<file path="src/hdl/gpfs_pkg.sv">
// ----------------------------------------------------------------------------
// gpfs_pkg
// Shared types and constants for the greatest prime factor sieve table.
// ----------------------------------------------------------------------------
package gpfs_pkg;

    localparam int GPFS_TABLE_DEPTH = 65536;

    // Field and counter widths fixed by the 16-bit index and limit
    localparam int FACTOR_W  = 16;
    localparam int LIMIT_W   = 16;
    localparam int COUNT_W   = 17;   // holds limit + 1
    localparam int STATUS_W  = 2;
    localparam int PRIME_W   = 9;    // sieving primes never pass 257
    localparam int SQ_W      = 17;   // p * p for those primes
    localparam int REM_W     = 9;
    localparam int DIVCNT_W  = 4;    // one quotient bit per cycle, 16 bits

    localparam logic CMD_BUILD = 1'b0;
    localparam logic CMD_QUERY = 1'b1;

    localparam logic [STATUS_W-1:0] STAT_QUERY_OK   = 2'd0;
    localparam logic [STATUS_W-1:0] STAT_RANGE_ERR  = 2'd1;
    localparam logic [STATUS_W-1:0] STAT_BUILD_DONE = 2'd2;

    typedef enum logic [3:0] {
        S_IDLE,
        S_INIT,
        S_PRIME,
        S_PRIME_CHK,
        S_MULT,
        S_MULT_LD,
        S_CHECK,
        S_DIV,
        S_DIV_END,
        S_DONE
    } gpfs_state_t;

    typedef enum logic [1:0] {
        RD_NONE,
        RD_QUERY,
        RD_PRIME,
        RD_MULT
    } rd_sel_t;

    typedef enum logic [1:0] {
        WR_NONE,
        WR_INIT,
        WR_MULT
    } wr_sel_t;

    typedef struct packed {
        rd_sel_t rd_sel;
        wr_sel_t wr_sel;
        logic    load_query;
        logic    load_build;
        logic    start_build;
        logic    init_adv;
        logic    sieve_start;
        logic    prime_adv;
        logic    mult_start;
        logic    mult_adv;
        logic    v_load;
        logic    v_quot;
        logic    div_start;
        logic    div_step;
        logic    commit_built;
    } gpfs_cmd_t;

    typedef struct packed {
        logic out_free;
        logic build_skip;
        logic init_last;
        logic prime_go;
        logic prime_hit;
        logic mult_go;
        logic v_gt_p;
        logic div_last;
        logic div_exact;
    } gpfs_sts_t;

endpackage

</file>
<file path="src/hdl/gpfs_ctrl.sv">
// ----------------------------------------------------------------------------
// gpfs_ctrl
// Sequencer: input handshake, build passes and per-multiple division loop.
// ----------------------------------------------------------------------------
module gpfs_ctrl
    import gpfs_pkg::*;
(
    input  logic      clk,
    input  logic      rst_n,
    input  logic      in_valid,
    input  logic      command,
    output logic      in_ready,
    input  gpfs_sts_t sts,
    output gpfs_cmd_t cmd
);

    gpfs_state_t state_reg;
    gpfs_state_t state_next;

    always_ff @(posedge clk or negedge rst_n)
    begin
        if (!rst_n)
        begin
            state_reg <= S_IDLE;
        end
        else
        begin
            state_reg <= state_next;
        end
    end

    always_comb
    begin
        state_next = state_reg;
        cmd        = '0;
        cmd.rd_sel = RD_NONE;
        cmd.wr_sel = WR_NONE;
        in_ready   = 1'b0;
        unique case (state_reg)
            S_IDLE:
            begin
                in_ready = sts.out_free;
                if (in_valid && sts.out_free)
                begin
                    if (command == CMD_QUERY)
                    begin
                        cmd.load_query = 1'b1;
                        cmd.rd_sel     = RD_QUERY;
                    end
                    else if (sts.build_skip)
                    begin
                        cmd.load_build = 1'b1;
                    end
                    else
                    begin
                        cmd.start_build = 1'b1;
                        state_next      = S_INIT;
                    end
                end
            end
            S_INIT:
            begin
                cmd.wr_sel = WR_INIT;
                if (sts.init_last)
                begin
                    cmd.sieve_start = 1'b1;
                    state_next      = S_PRIME;
                end
                else
                begin
                    cmd.init_adv = 1'b1;
                end
            end
            S_PRIME:
            begin
                if (sts.prime_go)
                begin
                    cmd.rd_sel = RD_PRIME;
                    state_next = S_PRIME_CHK;
                end
                else
                begin
                    state_next = S_DONE;
                end
            end
            S_PRIME_CHK:
            begin
                if (sts.prime_hit)
                begin
                    cmd.mult_start = 1'b1;
                    state_next     = S_MULT;
                end
                else
                begin
                    cmd.prime_adv = 1'b1;
                    state_next    = S_PRIME;
                end
            end
            S_MULT:
            begin
                if (sts.mult_go)
                begin
                    cmd.rd_sel = RD_MULT;
                    state_next = S_MULT_LD;
                end
                else
                begin
                    cmd.prime_adv = 1'b1;
                    state_next    = S_PRIME;
                end
            end
            S_MULT_LD:
            begin
                cmd.v_load = 1'b1;
                state_next = S_CHECK;
            end
            S_CHECK:
            begin
                if (sts.v_gt_p)
                begin
                    cmd.div_start = 1'b1;
                    state_next    = S_DIV;
                end
                else
                begin
                    cmd.wr_sel   = WR_MULT;
                    cmd.mult_adv = 1'b1;
                    state_next   = S_MULT;
                end
            end
            S_DIV:
            begin
                cmd.div_step = 1'b1;
                if (sts.div_last)
                begin
                    state_next = S_DIV_END;
                end
            end
            S_DIV_END:
            begin
                if (sts.div_exact)
                begin
                    cmd.v_quot = 1'b1;
                    state_next = S_CHECK;
                end
                else
                begin
                    cmd.wr_sel   = WR_MULT;
                    cmd.mult_adv = 1'b1;
                    state_next   = S_MULT;
                end
            end
            S_DONE:
            begin
                if (sts.out_free)
                begin
                    cmd.load_build   = 1'b1;
                    cmd.commit_built = 1'b1;
                    state_next       = S_IDLE;
                end
            end
            default:
            begin
                state_next = S_IDLE;
            end
        endcase
    end

endmodule

</file>
<file path="config.mk">
export PLATFORM = sky130hd
export DESIGN_NAME = gpfs_ctrl
export DESIGN_NICKNAME = d
export VERILOG_FILES = /design/src/hdl/gpfs_pkg.sv /design/src/hdl/gpfs_ctrl.sv
export SDC_FILE = /design/constraint.sdc
export NUM_CORES = 1
export LEC_CHECK = 0
export BUFFER_PORTS_ARGS = -buffer_cell sky130_fd_sc_hd__buf_2
export CORE_AREA = 2 2 39 41
export DETAILED_ROUTE_END_ITERATION = 8
export DIE_AREA = 0 0 41 43
export PLACE_DENSITY_LB_ADDON = 0.2
export SETUP_SLACK_MARGIN = 0.05
export SLEW_MARGIN = 30
export SYNTH_ARGS = -nofsm -noshare
export SYNTH_HDL_FRONTEND = slang
export SYNTH_SLANG_ARGS = --single-unit
</file>
<file path="constraint.sdc">
create_clock -name clk -period 4.35 [get_ports clk]
set_input_delay 0.87 -clock clk [delete_from_list [all_inputs] [get_ports clk]]
set_output_delay 0.87 -clock clk [all_outputs]
set_load 0.02 [all_outputs]
</file>
==> impl_metrics.env <==
export IMPL_tritoncts_clock_tree="yes"
export IMPL_core_area_um2=1380
export IMPL_fmaxAchievable_ghz=0.369
export IMPL_largest_reg_flops=4
export IMPL_mean_area_per_synthesized_cell_um2=7.38
export IMPL_final_cell_mix="sky130_fd_sc_hd__buf_2 (30), sky130_fd_sc_hd__nor2_1 (13), sky130_fd_sc_hd__nor3_1 (7), sky130_fd_sc_hd__a21oi_1 (4), sky130_fd_sc_hd__dfrtp_1 (4)"
export IMPL_post_synth_top_area_fraction=0.167
export IMPL_drt_wirelength_per_cell_um=12.5
export IMPL_yosysWarnings=0
export IMPL_antenna_found_initial=0
export IMPL_initial_core_util=0.432
export IMPL_drt_first_pass_iters=4
export IMPL_number_of_unique_standard_cell_types_used_by_synthesis=39
export IMPL_timing_final_hold_violations=0
export IMPL_dr_first_iter_drc_count=25
export IMPL_cp_slowest_stage_delay_ns=0.64
export IMPL_worstReg2RegStart="state_reg[1]"
export IMPL_setup_crit_path_kind="reg2out"
export IMPL_dieWidth_um=41
export IMPL_via_per_inst=5.76
export IMPL_post_route_period_util=0.623
export IMPL_place_area_um2=706
export IMPL_pin_count_of_the_biggest_net_entering_global_routing=22
export IMPL_numPortBuffers=30
export IMPL_status="completed"
export IMPL_gpl_final_weighted_congestion=0.724
export IMPL_synth_main_ff_cell="sky130_fd_sc_hd__dfrtp_1"
export IMPL_crit_start="state_reg[0]"
export IMPL_cts_hold_repair_buffers=0
export IMPL_layout_min_cycle_time_ns=2.71
export IMPL_syn_num_nets=94
export IMPL_path_cells="or4b_1, a21oi_2, buf_2"
export IMPL_synth_area_top_cells="sky130_fd_sc_hd__dfrtp_1 (17%), sky130_fd_sc_hd__nor2_1 (8.2%), sky130_fd_sc_hd__nor3_1 (5.9%), sky130_fd_sc_hd__buf_6 (3.8%), sky130_fd_sc_hd__a21oi_1 (3.3%)"
export IMPL_layout_cells_most_common="sky130_fd_sc_hd__buf_2"
export IMPL_clock_path_buffers=2
export IMPL_drcViolationCount=0
export IMPL_numClockSinks=4
export IMPL_final_area_um2=728
export IMPL_crit_path_end_kind="output port"
export IMPL_r2r_setup_slack_ns=2.48
export IMPL_fp_dieH_um=43
export IMPL_cap_violations=0
export IMPL_power_per_cell_area_nw_per_um2=505
export IMPL_cts_max_level=1
export IMPL_mappedNetlistArea_um2=598
export IMPL_design_final_nets=121
export IMPL_totalWireLength_um=1520
export IMPL_synth_largest_area_cell="sky130_fd_sc_hd__dfrtp_1"
export IMPL_first_global_vias=574
export IMPL_antenna_cells_inserted=0
export IMPL_final_util=0.526
export IMPL_worst_slew_pin_transition_ns=0.690
export IMPL_cp_slowest_cell="sky130_fd_sc_hd__or4b_1"
export IMPL_slew_viol_final=0
export IMPL_total_leakage_power_nw=0.378
export IMPL_globalRouteTotalUtil=0.198
export IMPL_grt_setup_unrepaired="no"
export IMPL_critical_path_arrival_ns=1.84
export IMPL_detailed_place_hpwl_um=1100
export IMPL_cts_post_setup_buffers_inserted=0
export IMPL_ant_nets=0
export IMPL_maximum_vdd_drop_v=0.000153
export IMPL_gr_total_overflow=0
export IMPL_area_growth_synth_to_final_pct=21.8
export IMPL_timing_critical_path_fanout_max=19
export IMPL_reg2regPathDepth=4
export IMPL_route_vias_total=703
export IMPL_cts_buffers=3
export IMPL_finClkSkew_ns=0.00403
export IMPL_grt_util_met2=0.297
export IMPL_grt_busiest_layer="met2"
export IMPL_worst_setup_path_start_kind="flop"
export IMPL_grtUsageMet1=0.273
export IMPL_clk_pin_slew_worst_paths_ns=0.04
export IMPL_timing_slew_headroom=0.540
export IMPL_asyncSetResetFlopFracSynth=1.00
export IMPL_cts_root_buf="sky130_fd_sc_hd__clkbuf_4"
export IMPL_clock_insertion_delay_worst_skew_ns=0.24
export IMPL_synth_enable_flop_cells=0
export IMPL_gate_count_after_technology_mapping=81
export IMPL_setup_violations_final=0
export IMPL_synth_sequential_area_ratio=0.167
export IMPL_cts_resized=0
export IMPL_fin_tns_setup_ns=0
export IMPL_hold_path_class="in2async"
export IMPL_crit_reg2reg_capture="state_reg[3]"
export IMPL_core_rowCount=14
export IMPL_cp_data_required_time_ns=3.48
export IMPL_globalRouteMet3Util=0.0471
export IMPL_layout_drive_gt1_share=0.368
export IMPL_pin_count=31
export IMPL_synth_ff_latch_count=4
export IMPL_grt_pass1_wl_um=2440
export IMPL_full_die_area_um2=1760
cell type report:
class | instances | area (um^2)
inverter | 4 | 16.3
timing repair buffer | 30 | 150
tap | 16 | 20.0
sequential | 4 | 100
multi-input combinational | 65 | 419
clock buffer | 3 | 22.5
fill | 138 | 656
how the worst max path moves through the flow:
stage	to	slack, ns
detailed placement	cmd[7]	1.67
global placement	cmd[7]	1.68
floorplan	cmd[15]	1.38
global route	cmd[8]	1.49
CTS	cmd[7]	1.64
finish	cmd[7]	1.64
worst max-delay path, delay by kind of cell, from the launching register on:
family	cells	cell delay (ns)
DFF	1	0.62
AOI/OAI and AO/OA	1	0.15
and+or+nand+nor	1	0.64
buffers and inverters	1	0.19
logic make-up after synthesis:
family,share of synthesized area
and+or+nand+nor,0.418
AOI/OAI and AO/OA,0.230
buffers and inverters,0.132
DFF,0.167
muxes,0.0523
cells in the mapped netlist, types with 2 or more instances:
cell / n
sky130_fd_sc_hd__inv_1: 3
sky130_fd_sc_hd__a21oi_1: 4
sky130_fd_sc_hd__nor2_1: 13
sky130_fd_sc_hd__buf_6: 2
sky130_fd_sc_hd__nor3_1: 7
sky130_fd_sc_hd__a21o_1: 2
sky130_fd_sc_hd__nand4_1: 2
sky130_fd_sc_hd__nand3b_1: 2
sky130_fd_sc_hd__o21ai_0: 3
sky130_fd_sc_hd__buf_2: 2
sky130_fd_sc_hd__dfrtp_1: 4
sky130_fd_sc_hd__nand2b_1: 3
sky130_fd_sc_hd__mux2i_1: 2
sky130_fd_sc_hd__o32ai_1: 2
sky130_fd_sc_hd__nand2_1: 3
sky130_fd_sc_hd__and3_2: 2
sky130_fd_sc_hd__clkbuf_1: 3
routing by layer:
metal	vias to the layer above	wire length [um]	share of wire
met3	0	95	0.062
met2	25	765	0.50
met5	-	0	0
li1	353	-	-
met4	0	0	0
met1	325	664	0.44
stage by stage:
stage	total power [mW]	hold WS, ns	instances	worst slack (ns)
2_1_floorplan	0.283	0.574	81	1.38
3_3_place_gp	0.321	0.675	119	1.68
3_5_place_dp	0.319	0.681	119	1.67
4_1_cts	0.368	0.428	122	1.64
5_1_grt	0.405	0.430	122	1.49
6_report	0.368	0.430	122	1.64
power breakdown:
part	switching, mW	internal (mW)
logic	0.114	0.0935
clock network	0.0156	0.0309
registers	0.0656	0.0479
(Power assumes the default switching activity.)
